==> config.mk <==
export PLATFORM = sky130hd
export DESIGN_NAME = mvt_merge
export DESIGN_NICKNAME = d
export VERILOG_FILES = /design/src/hdl/mvt_pkg.sv /design/src/hdl/mvt_merge.sv
export SDC_FILE = /design/constraint.sdc
export NUM_CORES = 1
export LEC_CHECK = 0
export BUFFER_PORTS_ARGS = -buffer_cell sky130_fd_sc_hd__buf_2
export CAP_MARGIN = 20
export CORE_MARGIN = 2
export CORE_UTILIZATION = 65
export CTS_CLUSTER_DIAMETER = 120
export DETAILED_ROUTE_END_ITERATION = 8
export HOLD_SLACK_MARGIN = 0.02
export PLACE_DENSITY_LB_ADDON = 0.08
export REMOVE_ABC_BUFFERS = 1
export SLEW_MARGIN = 20
export SYNTH_ARGS = -nofsm -noshare
export SYNTH_HDL_FRONTEND = slang
export SYNTH_SLANG_ARGS = --single-unit
==> constraint.sdc <==
create_clock -name clock -period 19.32 [get_ports clock]
set_input_delay 1.932 -clock clock [delete_from_list [all_inputs] [get_ports clock]]
set_output_delay 1.932 -clock clock [all_outputs]
set_load 0.02 [all_outputs]
==> src/hdl/mvt_pkg.sv <==
// ============================================================================
// Matrix vector transform package
// Shared constants, register codes and control types for the 4x4 matrix by
// vector transform unit.
// ============================================================================
package mvt_pkg;

   // Field widths of the vector and coefficient formats.
   localparam int VECTOR_WIDTH = 24;
   localparam int COEF_WIDTH   = 16;
   localparam int COEF_FRAC    = 12;

   // Matrix shape and the packing of one column register.
   localparam int NUM_ROWS     = 4;
   localparam int NUM_COLS     = 4;
   localparam int LANE_STRIDE  = 16;
   localparam int CSR_DATA_W   = 64;
   localparam int CSR_INDEX_W  = 2;

   // Result queue depth; a power of two so the pointers wrap on their own.
   localparam int RSP_FIFO_DEPTH = 8;

   typedef enum logic [CSR_INDEX_W-1:0] {
      CSR_MATRIX_COL0 = 2'd0,
      CSR_MATRIX_COL1 = 2'd1,
      CSR_MATRIX_COL2 = 2'd2,
      CSR_MATRIX_COL3 = 2'd3
   } csr_index_type;

   // Column registers after reset, column 3 first.
   localparam logic [NUM_COLS-1:0][CSR_DATA_W-1:0] MATRIX_RESET = {
      64'h1000_0000_0000_0000,
      64'h0000_1000_0000_0000,
      64'h0000_0000_1000_0000,
      64'h0001_0000_0000_1000
   };

   // Control that travels beside the data through the lane pipeline.
   typedef struct packed {
      logic valid;
      logic mode;
   } ctrl_type;

endpackage

==> src/hdl/mvt_merge.sv <==
// ============================================================================
// Matrix vector transform merge stage
// Combines the four lane results into one result item, applies the
// three-component masking, and queues the items for the result channel.
// ============================================================================
module mvt_merge #(
   parameter int VECTOR_WIDTH = mvt_pkg::VECTOR_WIDTH
) (
   input  logic                                                 clock,
   input  logic                                                 reset,
   input  mvt_pkg::ctrl_type                                    ctrl,
   input  logic [mvt_pkg::NUM_ROWS-1:0][VECTOR_WIDTH-1:0]       lane_res,
   input  logic [mvt_pkg::NUM_ROWS-1:0]                         lane_clip,
   input  logic                                                 rsp_pop,
   output logic                                                 rsp_valid,
   output logic [mvt_pkg::NUM_ROWS-1:0][VECTOR_WIDTH-1:0]       rsp_res,
   output logic                                                 rsp_sat
);

   localparam int DEPTH   = mvt_pkg::RSP_FIFO_DEPTH;
   localparam int PTR_W   = $clog2(DEPTH);
   localparam int LEVEL_W = $clog2(DEPTH + 1);
   localparam int ENTRY_W = mvt_pkg::NUM_ROWS * VECTOR_WIDTH + 1;

   logic [ENTRY_W-1:0]  entry_in;
   logic [ENTRY_W-1:0]  fifo_ff [DEPTH];
   logic [PTR_W-1:0]    wr_ptr_ff, wr_ptr_in;
   logic [PTR_W-1:0]    rd_ptr_ff, rd_ptr_in;
   logic [LEVEL_W-1:0]  level_ff, level_in;
   logic [mvt_pkg::NUM_ROWS-1:0][VECTOR_WIDTH-1:0] merged;
   logic                merged_sat;
   logic                push;
   logic                pop;

   // In three-component mode the last row is forced to zero and its clip
   // flag does not count.
   always_comb begin
      merged     = lane_res;
      merged_sat = |lane_clip[mvt_pkg::NUM_ROWS-2:0];
      if (ctrl.mode) begin
         merged[mvt_pkg::NUM_ROWS-1] = '0;
      end else begin
         merged_sat = merged_sat | lane_clip[mvt_pkg::NUM_ROWS-1];
      end
      entry_in = {merged_sat, merged};
   end

   assign push = ctrl.valid;
   assign pop  = rsp_pop && (level_ff != '0);

   always_comb begin
      wr_ptr_in = push ? wr_ptr_ff + 1'b1 : wr_ptr_ff;
      rd_ptr_in = pop  ? rd_ptr_ff + 1'b1 : rd_ptr_ff;
      level_in  = level_ff + LEVEL_W'(push) - LEVEL_W'(pop);
   end

   always_ff @(posedge clock) begin
      if (reset) begin
         wr_ptr_ff <= '0;
         rd_ptr_ff <= '0;
         level_ff  <= '0;
      end else begin
         wr_ptr_ff <= wr_ptr_in;
         rd_ptr_ff <= rd_ptr_in;
         level_ff  <= level_in;
      end
   end

   always_ff @(posedge clock) begin
      if (push) begin
         fifo_ff[wr_ptr_ff] <= entry_in;
      end
   end

   assign rsp_valid = (level_ff != '0);
   assign rsp_res   = fifo_ff[rd_ptr_ff][ENTRY_W-2:0];
   assign rsp_sat   = fifo_ff[rd_ptr_ff][ENTRY_W-1];

endmodule

Yosys cells after proc, flatten, opt, wreduce, memory -nomap -nowiden
Memory sizes are Yosys's and may differ from the RTL's. A register that Yosys moved wholly into a read port is not among the register bits.
Cells that the tools add are included.
{ "op_classes": {"add_sub_neg": 4, "mux": 6, "bitwise": 1, "reduce_logical": 3} }
{ "ops": {"columns": ["op", "n"], "rows": [
  ["$mux 24", 1],
  ["$add 3x1->3 const B", 2],
  ["$mux 3", 2],
  ["$add 4x1->4", 1],
  ["$reduce_bool 4->1", 1],
  ["$sub 4x1->4", 1],
  ["$mux 1", 3],
  ["$reduce_or 3->1", 1],
  ["$logic_and 1x1->1", 1],
  ["$or 1x1->1", 1]
]} }
{ "word_totals": {"register_bits": 10, "ramBits": 776, "memories": 1} }
{ "mem_list": {"columns": ["memory", "words", "width", "read_ports", "rd_clocked_by_memory_dff", "wr", "line_no", "text"], "rows": [
  ["fifo_ff", 8, 97, 1, 1, 1, "mvt_merge.sv:26", "logic [ENTRY_W-1:0] fifo_ff [DEPTH];"]
]} }

Depth between registers and ports, before layout
{ "logic_depth": {"depth_word": 4, "depth_mapped": 11, "ltp_nobuf": 11} }

Least setup slack after synthesis
OpenSTA, ideal clock, no wires.
{ "synth_timing": {"path_kind": "input to register", "startpoint": "input ctrl[1] (netlist bit)", "endpoint": "memory fifo_ff[0][0] (netlist bit), enable pin", "setup_ns": 0.672, "arrival_time_ns": 8.588, "slack_ns": 10.060, "path_stages": 2, "path_buffers": 0, "cell_sequence": "nand2b_1 -> nor3_1"} }
{ "synth_between": {"elab_chain_len": 2} }
{ "synth_rtl": {"columns": ["item", "line_no", "text"], "rows": [
  ["start, declared", "mvt_merge.sv:11", "input mvt_pkg::ctrl_type ctrl,"],
  ["$mux 1", "mvt_merge.sv:70", "if (push) begin"],
  ["$mux 1 (implied by the code)", "mvt_merge.sv:71", "fifo_ff[wr_ptr_ff] <= entry_in;"],
  ["end, declared", "mvt_merge.sv:26", null]
]} }
No other way between the ends.

==> summary.md <==
| Metric | Value |
|---|---|
| Post-DP HPWL | around 30000 um |
| Vias in the first global route | 14100 |
| Boundary Pins | a little over 200 |
| Data arrival, critical path | ~3.8 ns |
| Post-CTS Setup Bufs | 0 |
| R2r setup slk | approximately 16 ns |
| Worst-path fanout max | between 40 and 50 |
| Remaining antenna violation count | 0 |
| Initial DRC count | between 1000 and 1500 |
| Die Wd | around 220 um |
| Least-Margin Pin Slew | approximately 1.0 ns |
| Initial core utilization | about two thirds |
| Worst r2r src | wr_ptr_ff[0]$_SDFFE_PP0P_ |
| Tmin final | roughly 5.7 ns |
| Die area | around 48000 um^2 |
| Clock power share | 35.9% |
| First-pass DRT Iterations | 5 |
| Clock Tree Buf Depth | 3 |
| Sink Count | roughly 790 |
| Yosys warns | 0 |
| Min-delay worst type | reg -> reg |
| Drt wl/cell | between 20 and 30 um |
| Synth Instances | roughly 1200 |
| Max Freq | between 0.15 and 0.2 GHz |
| Leak Pwr | approximately 11 nW |
| TritonCTS clock tree | done |
| GRT overflow | 0 |
| DR DRC count | 0 |
| FP Rows | about 80 |
| Share of cells above drive strength 1 | between 40% and 50% |
| Root buffer cell | clkbuf_16 |
| WHS Path Cells | 2 |
| Max_cap viols | 0 |
| Clk Latency, worst-skew pair | 0.60 ns |
| First-pass GRT wire length | between 80000 and 90000 um |
| Power share of the combinational group | 14.2% |
| Crit share post-route | 29.7% |
| Worst Skew | 0.0118 ns |
| Pwr dens | 116 nW/um^2 |
| Initial antenna violation count | 5 |
| Netlist cell types | 25 |
| Sw Share | approximately a quarter |
| CP Data Required Time | 17.39 ns |
| WHS | between 0.5 and 0.6 ns |
| Placer Congestion | roughly 0.72 |
| Final #Nets | around 1600 |
| Setup TNS | 0 ns |
| GRT Resource Usage Total | between 20% and 30% |
| Num CTS Buffers | 75 |
| IO Port Bufs | between 200 and 250 |
| Worst R2R End | fifo_ff[3][21]$_DFFE_PP_ |
| Number of gates resized after CTS | 0 |
| Via count | between 10000 and 15000 |
| Cell area after synthesis | 29900 um^2 |
| Most common cell after layout, fill and taps aside | edfxtp_1 |
| Die Ht | 219 um |
| P_sw | ~930 uW |
| Core Region | 45400 um^2 |
| Layout Utilization | around three quarters |
| Final Max Slew Viols | 0 |
| WL final | about 57000 um |
| Setup crit end kind | output port |
| Commonest cells after routing, fill and taps aside | edfxtp_1, buf_2, mux4_2 |
| Rel. slew slack | between 30% and 40% |
| Setup violators final | 0 |
| CTS H-tree depth | 3 |
| Hold Crit Start | rd_ptr_ff[2]$_SDFFE_PP0P_ |
| Clock edge transition at the registers on the reported setup and hold paths | approximately 0.060 ns |
| Synthesis-stage register bit count | between 700 and 800 |
| Int Power | ~3 mW |
| Share of power burned in registers | between 40 and 50% |
| Hold Buf Count CTS | 0 |
| Seq/Total Area, Yosys | 78.7% |
| Tot Pwr | 3.95 mW |
| FF-to-FF path depth | 4 |
| Avg Cell Area, Syn | approximately 24 um^2 |
| Peak supply drop | 0.102 mV |
| Unrepaired setup endpoints after global routing | false |
| Area grow syn2layout | 13.5% |
| DR vias/cell | ~6.3 |
| Crit path kind | reg -> out |
| Largest net degree at the start of global routing | between 60 and 70 |
| Startpoint Class | register |
| Hold Fails Final Rpt | 0 |
| Result of the run | complete, no violations |
-- through the flow --
step                      cell area [um^2]  worst slack, ns  cells
after floorplan                      29600             8.45   1169
after global placement               31600            13.95   1996
after detailed placement             31600            13.95   1996
after CTS                            34000            13.29   2124
after global routing                 34000            13.22   2126
final                                34000            13.59   2127
-- state kept, by name, summed over array words and instances, names as in the netlist, named ones only --
name / count
wr_ptr_ff: 3
fifo_ff: 776
level_ff: 4
rd_ptr_ff: 3
-- how the worst max path moves through the flow --
stage	start	end	slack, ns	cells after the start
global route	register	rsp_res[72]	13.22	5
finish	register	rsp_res[73]	13.59	5
detailed placement	register	rsp_res[55]	13.95	5
CTS	register	rsp_res[41]	13.29	5
floorplan	register	rsp_res[0]	8.45	2
global placement	register	rsp_res[55]	13.95	5
-- area by class of cell --
cell class	instances	area, um^2
Multi-Input combinational cell	371	6030
Fill cell	2468	11400
Clock inverter	35	309
Clock buffer	93	2070
Sequential cell	789	23600
Tap cell	600	751
Timing Repair Buffer	227	1200
Inverter	9	33.8
Antenna cell	3	7.51
-- cells in the mapped netlist --
library cell  number  area [um^2]
edfxtp_1         776        23300
mux4_2           194         4370
mux2_2            99         1110
nor2b_1           26          163
buf_6             18          203
clkbuf_1          18         67.6
buf_2             13         65.1
dfxtp_1           13          260
nor2_1            13         48.8
buf_1              9         33.8
inv_1              9         33.8
a21oi_1            6         30.0
ha_1               6         75.1
nand2_1            5         18.8
nand2b_1           4         25.0
o21ai_0            4         20.0
nand3_1            3         15.0
nor3_1             3         15.0
xor2_1             2         17.5
a31o_2             1         8.76
fa_1               1         20.0
mux2i_1            1         10.0
nor3b_1            1         7.51
or3_1              1         6.26
xnor2_1            1         8.76
-- logic make-up (layout without fill, tap and decap cells) --
family | Yosys count | in the layout | synth area share [%]
other | 0 | 3 | 0
buffers and inverters | 67 | 364 | 1.35
multiplexers | 294 | 294 | 18.4
adder cells (fa/ha/maj) | 7 | 7 | 0.318
XOR/XNOR | 3 | 3 | 0.0878
flip-flops | 789 | 789 | 78.7
AND/OR/NAND/NOR | 56 | 56 | 0.999
AO/OA/AOI/OAI | 11 | 11 | 0.196
-- critical path: stages, from the launching register on --
cell	delay [ns]
dfxtp_4	0.61
buf_4	0.64
buf_4	0.79
mux4_2	0.61
mux2_2	0.32
buf_2	0.17
-- metal layers --
metal	vias up	global-route usage [%]	wire length (um)
met5	-	0	28
met4	4	8.30	1240
met3	91	4.90	3610
met2	442	40.3	28900
met1	7062	35.4	23100
li1	5700	-	-
-- power groups by stage --
| stage | Combinational [mW] | Sequential (mW) | Clock (mW) |
|---|---|---|---|
| 4_1_cts | 0.573 | 1.97 | 1.44 |
| 5_1_grt | 0.604 | 1.97 | 1.51 |
| 3_3_place_gp | 0.562 | 2.00 | 0 |
| 6_report | 0.562 | 1.97 | 1.42 |
| 3_5_place_dp | 0.569 | 2.01 | 0 |
| 2_1_floorplan | 0.410 | 2.04 | 0 |
Power figures use the tool's default switching activity.
