$ cat src/hdl/mvt_pkg.sv
// ============================================================================
// Matrix vector transform package
// Shared constants, register codes and control types for the 4x4 matrix by
// vector transform unit.
// ============================================================================
package mvt_pkg;

   // Field widths of the vector and coefficient formats.
   localparam int VECTOR_WIDTH = 24;
   localparam int COEF_WIDTH   = 16;
   localparam int COEF_FRAC    = 12;

   // Matrix shape and the packing of one column register.
   localparam int NUM_ROWS     = 4;
   localparam int NUM_COLS     = 4;
   localparam int LANE_STRIDE  = 16;
   localparam int CSR_DATA_W   = 64;
   localparam int CSR_INDEX_W  = 2;

   // Result queue depth; a power of two so the pointers wrap on their own.
   localparam int RSP_FIFO_DEPTH = 8;

   typedef enum logic [CSR_INDEX_W-1:0] {
      CSR_MATRIX_COL0 = 2'd0,
      CSR_MATRIX_COL1 = 2'd1,
      CSR_MATRIX_COL2 = 2'd2,
      CSR_MATRIX_COL3 = 2'd3
   } csr_index_type;

   // Column registers after reset, column 3 first.
   localparam logic [NUM_COLS-1:0][CSR_DATA_W-1:0] MATRIX_RESET = {
      64'h1000_0000_0000_0000,
      64'h0000_1000_0000_0000,
      64'h0000_0000_1000_0000,
      64'h0001_0000_0000_1000
   };

   // Control that travels beside the data through the lane pipeline.
   typedef struct packed {
      logic valid;
      logic mode;
   } ctrl_type;

endpackage

$ cat src/hdl/mvt_lane.sv
// ============================================================================
// Matrix vector transform row lane
// Forms one row dot product: four products, their sum, then a floor shift
// and saturation to the vector width. Three register stages.
// ============================================================================
module mvt_lane #(
   parameter int VECTOR_WIDTH = mvt_pkg::VECTOR_WIDTH,
   parameter int COEF_WIDTH   = mvt_pkg::COEF_WIDTH
) (
   input  logic                                                   clock,
   input  logic [mvt_pkg::NUM_COLS-1:0][COEF_WIDTH-1:0]           coef_row,
   input  logic [mvt_pkg::NUM_COLS-1:0][VECTOR_WIDTH-1:0]         vec,
   output logic [VECTOR_WIDTH-1:0]                                res,
   output logic                                                   clip
);

   localparam int PROD_W = VECTOR_WIDTH + COEF_WIDTH;
   localparam int SUM_W  = PROD_W + 2;

   logic signed [PROD_W-1:0]    prod_in [mvt_pkg::NUM_COLS];
   logic signed [PROD_W-1:0]    prod_ff [mvt_pkg::NUM_COLS];
   logic signed [SUM_W-1:0]     sum_in;
   logic signed [SUM_W-1:0]     sum_ff;
   logic signed [SUM_W-1:0]     shifted;
   logic                        overflow;
   logic [VECTOR_WIDTH-1:0]     res_in;
   logic [VECTOR_WIDTH-1:0]     res_ff;
   logic                        clip_ff;

   // Stage 1: one product per column.
   always_comb begin
      for (int c = 0; c < mvt_pkg::NUM_COLS; c++) begin
         prod_in[c] = $signed(coef_row[c]) * $signed(vec[c]);
      end
   end

   // Stage 2: exact sum of the four products.
   always_comb begin
      sum_in = '0;
      for (int c = 0; c < mvt_pkg::NUM_COLS; c++) begin
         sum_in = sum_in + SUM_W'(prod_ff[c]);
      end
   end

   // Stage 3: arithmetic shift floors toward minus infinity; the value fits
   // only when every bit from the result sign upward agrees.
   always_comb begin
      shifted  = sum_ff >>> mvt_pkg::COEF_FRAC;
      overflow = !((&shifted[SUM_W-1:VECTOR_WIDTH-1]) ||
                   !(|shifted[SUM_W-1:VECTOR_WIDTH-1]));
      if (!overflow) begin
         res_in = shifted[VECTOR_WIDTH-1:0];
      end else if (shifted[SUM_W-1]) begin
         res_in = {1'b1, {(VECTOR_WIDTH-1){1'b0}}};
      end else begin
         res_in = {1'b0, {(VECTOR_WIDTH-1){1'b1}}};
      end
   end

   always_ff @(posedge clock) begin
      prod_ff <= prod_in;
      sum_ff  <= sum_in;
      res_ff  <= res_in;
      clip_ff <= overflow;
   end

   assign res  = res_ff;
   assign clip = clip_ff;

endmodule

$ cat config.mk
export PLATFORM = sky130hd
export DESIGN_NAME = mvt_lane
export DESIGN_NICKNAME = d
export VERILOG_FILES = /design/src/hdl/mvt_pkg.sv /design/src/hdl/mvt_lane.sv
export SDC_FILE = /design/constraint.sdc
export NUM_CORES = 2
export LEC_CHECK = 0
export ABC_CLOCK_PERIOD_IN_PS = 10160
export BUFFER_PORTS_ARGS = -buffer_cell sky130_fd_sc_hd__buf_2
export CAP_MARGIN = 20
export CORE_MARGIN = 3
export CORE_UTILIZATION = 55
export CTS_BUF_LIST = sky130_fd_sc_hd__clkbuf_16
export DETAILED_ROUTE_END_ITERATION = 10
export PLACE_DENSITY = 0.72
export SETUP_SLACK_MARGIN = 0.4
export SYNTH_ARGS = -nofsm -noshare
export SYNTH_HDL_FRONTEND = slang
export SYNTH_SLANG_ARGS = --single-unit
$ cat constraint.sdc
create_clock -name clock -period 10.16 [get_ports clock]
set_input_delay 0.508 -clock clock [delete_from_list [all_inputs] [get_ports clock]]
set_output_delay 0.508 -clock clock [all_outputs]
set_load 0.01 [all_outputs]
Word level (Yosys, flattened, before mapping):

Index checks and enable logic that the tools add are counted.

* memories kept: 0
* bits in latches: 0
* RAM bits: 0
* bits in read-only memories: 0
* logic and storage cells: 21
* register bits: 227
* input bits: 161

* bitwise gates (word level): 0
* multiply operators: 4
* eq/ne operators: 0
* order comparisons: 0
* divide/modulo/power cells: 0
* shifts and indexed selects: 0
* add/sub/neg operators: 3
* multiplexer cells: 2
* reduce and logical (&&, ||, !) cells: 5

Operator list (number)
* 16-bit by 24-bit multiplier with 40-bit output: 4
* 24-bit two-way mux: 2
* 41-bit by 40-bit adder with 42-bit output: 1
* 42-bit by 40-bit adder with 42-bit output: 1
* 40-bit by 40-bit adder with 41-bit output: 1
* 7-bit AND reduction: 1
* 7-bit OR reduction: 1
* 1-bit logical NOT: 2
* 1-bit logical OR: 1

Logic depth before layout (Yosys ltp):

* depth in word-level cells: 4
* depth in mapped cells: 25

Worst setup path after synthesis:

Ideal clock, no wire load.

* path kind: in2reg
* from: input port coef_row[49] in the netlist's numbering
* to: register prod_ff[34] in the netlist's numbering
* library setup time: 0.124 ns
* stages on the path: 23
* path buffers: 1
* data required time: 10.036 ns
* path slack: 3.783 ns
* data arrival time: 6.253 ns
* cell sequence: clkbuf_1 > nand2_1 > fa_1 > inv_1 > fa_1 > inv_1 > fa_1 > inv_1 > fa_1 > fa_1 > inv_1 > fa_1 > inv_1 > ha_1 > a21o_1 > a21oi_1 > o21ai_0 > a2111oi_2 > o311ai_1 > a21oi_1 > o21ai_1 > and4_1 > a2111o_1

RTL lines
* start, declared: line mvt_lane.sv:11 `input logic [mvt_pkg::NUM_COLS-1:0][COEF_WIDTH-1:0] coef_row,`
* end signal, assigned: line mvt_lane.sv:61 `prod_ff <= prod_in;`
* end, declared: line mvt_lane.sv:21 `logic signed [PROD_W-1:0] prod_ff [mvt_pkg::NUM_COLS];`

==> results summary <==
The worst setup path is launched from an input pin. The top metal layer carrying routed signals is met5. The total number of H-tree levels came out at 1.

Summed over all nets, wire length on met2 after detailed routing comes to 78100 um. For this run, the number of standard cells in the final layout without fillers is 8251. The number of nets in the final layout is 8903. The sequential fraction of the synthesis area came out at 0.0686. The number of max-cap violations came out at 0. The overall via count from detail_route is 44600. The number of nets produced by synthesis came out at 8935.

The vertical die dimension is 344 um. The path class of the tightest hold or removal check is reg -> reg. The post-synthesis cell type count is 76. The total overflow left after global routing is 0. The number of gates resized after cts is 0. The netlist area before placement is 62800 sq um. The initial antenna violation count came out at 8. The HPWL after detailed placement is 129000 um. The core area is 113000 sq um. The data arrival time of the critical path is 7330 ps.

The count of hold-fix buffers inserted at cts is 0. For this block, wires on met1 add up to 62800 um. The number of synthesized flops with an enable pin is 0. The share of synthesized flip-flops with an asynchronous set or reset is 0. For this configuration, the core starts out at a cell density of 0.556. The wire length reported by the detailed router is 156000 um. The number of standard-cell rows in the floorplan is 123. The aggregate global-route resource usage came out at 0.276. The die area came out at 118000 sq um.

The post-CTS setup-driven buffer insertion count came out at 0. At the pin with the least slew margin, the transition time is 866 ps. The first-pass GRT wire length is 258000 um. The clock-pin slew reported for the worst setup and hold paths after clock tree synthesis came out at 70 ps. The via count of the first global-routing pass came to 49100. In the routed design, unresolved DRC markers number 0. The number of cells after detailed placement is 8211. The post-detailed-route count of antenna-violating nets is 0. After synthesis, the cell types taking the most area are sky130_fd_sc_hd__fa_1 (50%), sky130_fd_sc_hd__inv_1 (10%), sky130_fd_sc_hd__ha_1 (8.6%). Entering global routing, the biggest net connects 25 pins.

The average cell area after synthesis is 9.27 sq um. Clock tree synthesis selected as its root buffer the cell sky130_fd_sc_hd__clkbuf_16. The top-area cell type share of the netlist area is 0.503. The setup violation total in the final timing report is 0. The cell accounting for the most synthesized area is sky130_fd_sc_hd__fa_1. The routed length per instance is 18.9 um. TritonCTS built the clock tree.

The via density per instance came out at 5.40. The number of slew-limit violations in the final report came out at 0. The top-level port count came out at 186. Buffers placed on the I/O ports in this run total 185. The required time of the critical path came out at 10510 ps.

Routability-driven placement finished with a final weighted congestion of 0.921. The flow ran to the end, and the final reports show no timing, DRC or antenna violations. The cell count after synthesis came out at 6767. The area growth from synthesis to layout came out at 4.18%.

On the final layout, the worst clock skew is 24.0 ps. Among all flip-flop cells after synthesis, the most frequent one is sky130_fd_sc_hd__dfxtp_1. The kind of critical path is in -> reg. The number of detailed-route iterations in the first pass came out at 5.

In the final timing run, aggregate negative setup slack is 0 ps. The layout cell share with drive strength beyond 1 is 0.0362. The maximum fanout count along the critical path is 24. The detailed route wirelength on metal3 came out at 9570 um. The flip-flop and latch count after synthesis came out at 215.

STA classifies the critical path endpoint as a flip-flop. The final hold violation count is 0. In this run, CTS created clock tree buffers numbering 21. The clock passes through at most 3 buffers.

The latest clock arrival within the worst-skew pair came out at 520 ps. The TritonCTS sink count came out at 215. For this run, the top clock speed supported by timing is 143 MHz. The minimum clock period after layout came out at 6990 ps. The part of the cycle the worst path needs is 0.688.

The Yosys warning count is 0. Setup repair after global routing left no endpoint under its margin. The first routing iteration left 2443 violations. The relative slew slack came out at 0.407. The x dimension of the die is 344 um.
==> cells in the mapped netlist (all sizes together) (6+ instances only) <==
master	number
xnor2	146
or3	6
nand2	899
fa	1576
nand4	17
a21o	103
and3	16
a21oi	147
and2	628
o21ai	85
a211oi	23
o21a	25
a221oi	6
o211ai	14
nor3	27
inv	1721
nor4	7
clkbuf	240
dfxtp	215
o21bai	27
a2111oi	7
a211o	9
o31ai	7
nor2	171
xor2	44
nand2b	37
o311ai	7
nor2b	12
or2	9
nand3	29
a21boi	6
ha	431
a31oi	13
==> cells in the final DEF (no fill, tap or decap), types with 7 or more instances in the layout <==
| cell | count |
|---|---|
| sky130_fd_sc_hd__o21ai_0 | 82 |
| sky130_fd_sc_hd__and3_1 | 16 |
| sky130_fd_sc_hd__xnor2_1 | 146 |
| sky130_fd_sc_hd__o211ai_1 | 14 |
| sky130_fd_sc_hd__o21a_1 | 25 |
| sky130_fd_sc_hd__and2_1 | 627 |
| sky130_fd_sc_hd__o21bai_1 | 27 |
| sky130_fd_sc_hd__or2_2 | 8 |
| sky130_fd_sc_hd__a21o_1 | 102 |
| sky130_fd_sc_hd__a211oi_1 | 23 |
| sky130_fd_sc_hd__nor3_1 | 27 |
| sky130_fd_sc_hd__nor2b_1 | 12 |
| sky130_fd_sc_hd__dfxtp_1 | 215 |
| sky130_fd_sc_hd__a21oi_1 | 146 |
| sky130_fd_sc_hd__ha_1 | 431 |
| sky130_fd_sc_hd__clkbuf_16 | 21 |
| sky130_fd_sc_hd__fa_1 | 1576 |
| sky130_fd_sc_hd__a31oi_1 | 12 |
| sky130_fd_sc_hd__nand2_1 | 899 |
| sky130_fd_sc_hd__nand2b_1 | 37 |
| sky130_fd_sc_hd__inv_1 | 1723 |
| sky130_fd_sc_hd__a211o_1 | 9 |
| sky130_fd_sc_hd__nand3_1 | 29 |
| sky130_fd_sc_hd__buf_2 | 185 |
| sky130_fd_sc_hd__xor2_1 | 44 |
| sky130_fd_sc_hd__o31ai_1 | 7 |
| sky130_fd_sc_hd__nand4_1 | 17 |
| sky130_fd_sc_hd__nor4_1 | 7 |
| sky130_fd_sc_hd__nor2_1 | 169 |
==> logic make-up (layout without fill, tap and decap cells) <==
logic type | Yosys count | after routing | synth area share
adders and majority gates | 2007 | 2007 | 0.589
xor gates and xnor gates | 190 | 190 | 0.0265
other | 0 | 2 | 0
buffers and inverters | 1964 | 1946 | 0.117
AOI/OAI and AO/OA | 522 | 522 | 0.0559
muxes | 1 | 1 | 0.000159
and+or+nand+nor | 1868 | 1868 | 0.143
DFF | 215 | 215 | 0.0686
==> worst max-delay path, cell delays in order <==
cell                       delay [ps]
sky130_fd_sc_hd__buf_2            440
sky130_fd_sc_hd__and2_1           230
sky130_fd_sc_hd__fa_1             410
sky130_fd_sc_hd__inv_1             80
sky130_fd_sc_hd__fa_1             430
sky130_fd_sc_hd__fa_1             530
sky130_fd_sc_hd__inv_1             60
sky130_fd_sc_hd__fa_1             530
sky130_fd_sc_hd__fa_1             510
sky130_fd_sc_hd__inv_1             50
sky130_fd_sc_hd__fa_1             480
sky130_fd_sc_hd__inv_1             50
sky130_fd_sc_hd__ha_1             370
sky130_fd_sc_hd__and3_1           220
sky130_fd_sc_hd__and3_1           210
sky130_fd_sc_hd__o211ai_1         160
sky130_fd_sc_hd__a311oi_1         800
sky130_fd_sc_hd__o211ai_1         290
sky130_fd_sc_hd__a31oi_1          310
sky130_fd_sc_hd__nor4_1            90
sky130_fd_sc_hd__a311oi_1         560
==> through the flow <==
step | area, sq um | hold WS [ps] | util | worst slack, ps
6_report | 65400 | 413 | 0.580 | 3170
5_1_grt | 65400 | 426 | 0.580 | 2720
4_1_cts | 65400 | 417 | 0.579 | 3250
3_5_place_dp | 64700 | 405 | 0.573 | 2800
3_3_place_gp | 64700 | 408 | 0.573 | 2770
2_1_floorplan | 62800 | 403 | - | 3780
==> path summary, 6_finish.rpt <==
path	slack, ps	from	cells past startpoint	end
worst max-delay path	3170	coef_row[6]	21	prod_ff[159]
worst max register to register	5710	prod_ff[6]	12	sum_ff[34]
worst min register to register	410	sum_ff[41]	0	res[23]
worst min-delay path	410	sum_ff[41]	0	res[23]
==> routing by layer <==
layer,track usage,up-vias
met4,0.0779,4
met1,0.369,23100
met3,0.0289,348
li1,-,19700
met2,0.481,1521
met5,0,-
==> area by class of cell <==
type	count	area [sq um]
well taps	1500	1880
diodes	2	5.00
clock inverters	16	169
clock buffers	21	526
fillers	9904	47400
inverters	1722	6460
repair buffers	187	948
flip-flops and latches	215	4300
multi-input cells	4588	51100
==> flip-flops by register name (all words and copies together), names as in the netlist <==
signal   cells
res         24
clip         1
prod_ff    160
sum_ff      30
Power is left out: the tool's default activity adds up to more than one toggle a clock period on the data nets, which glitch-free logic cannot reach.
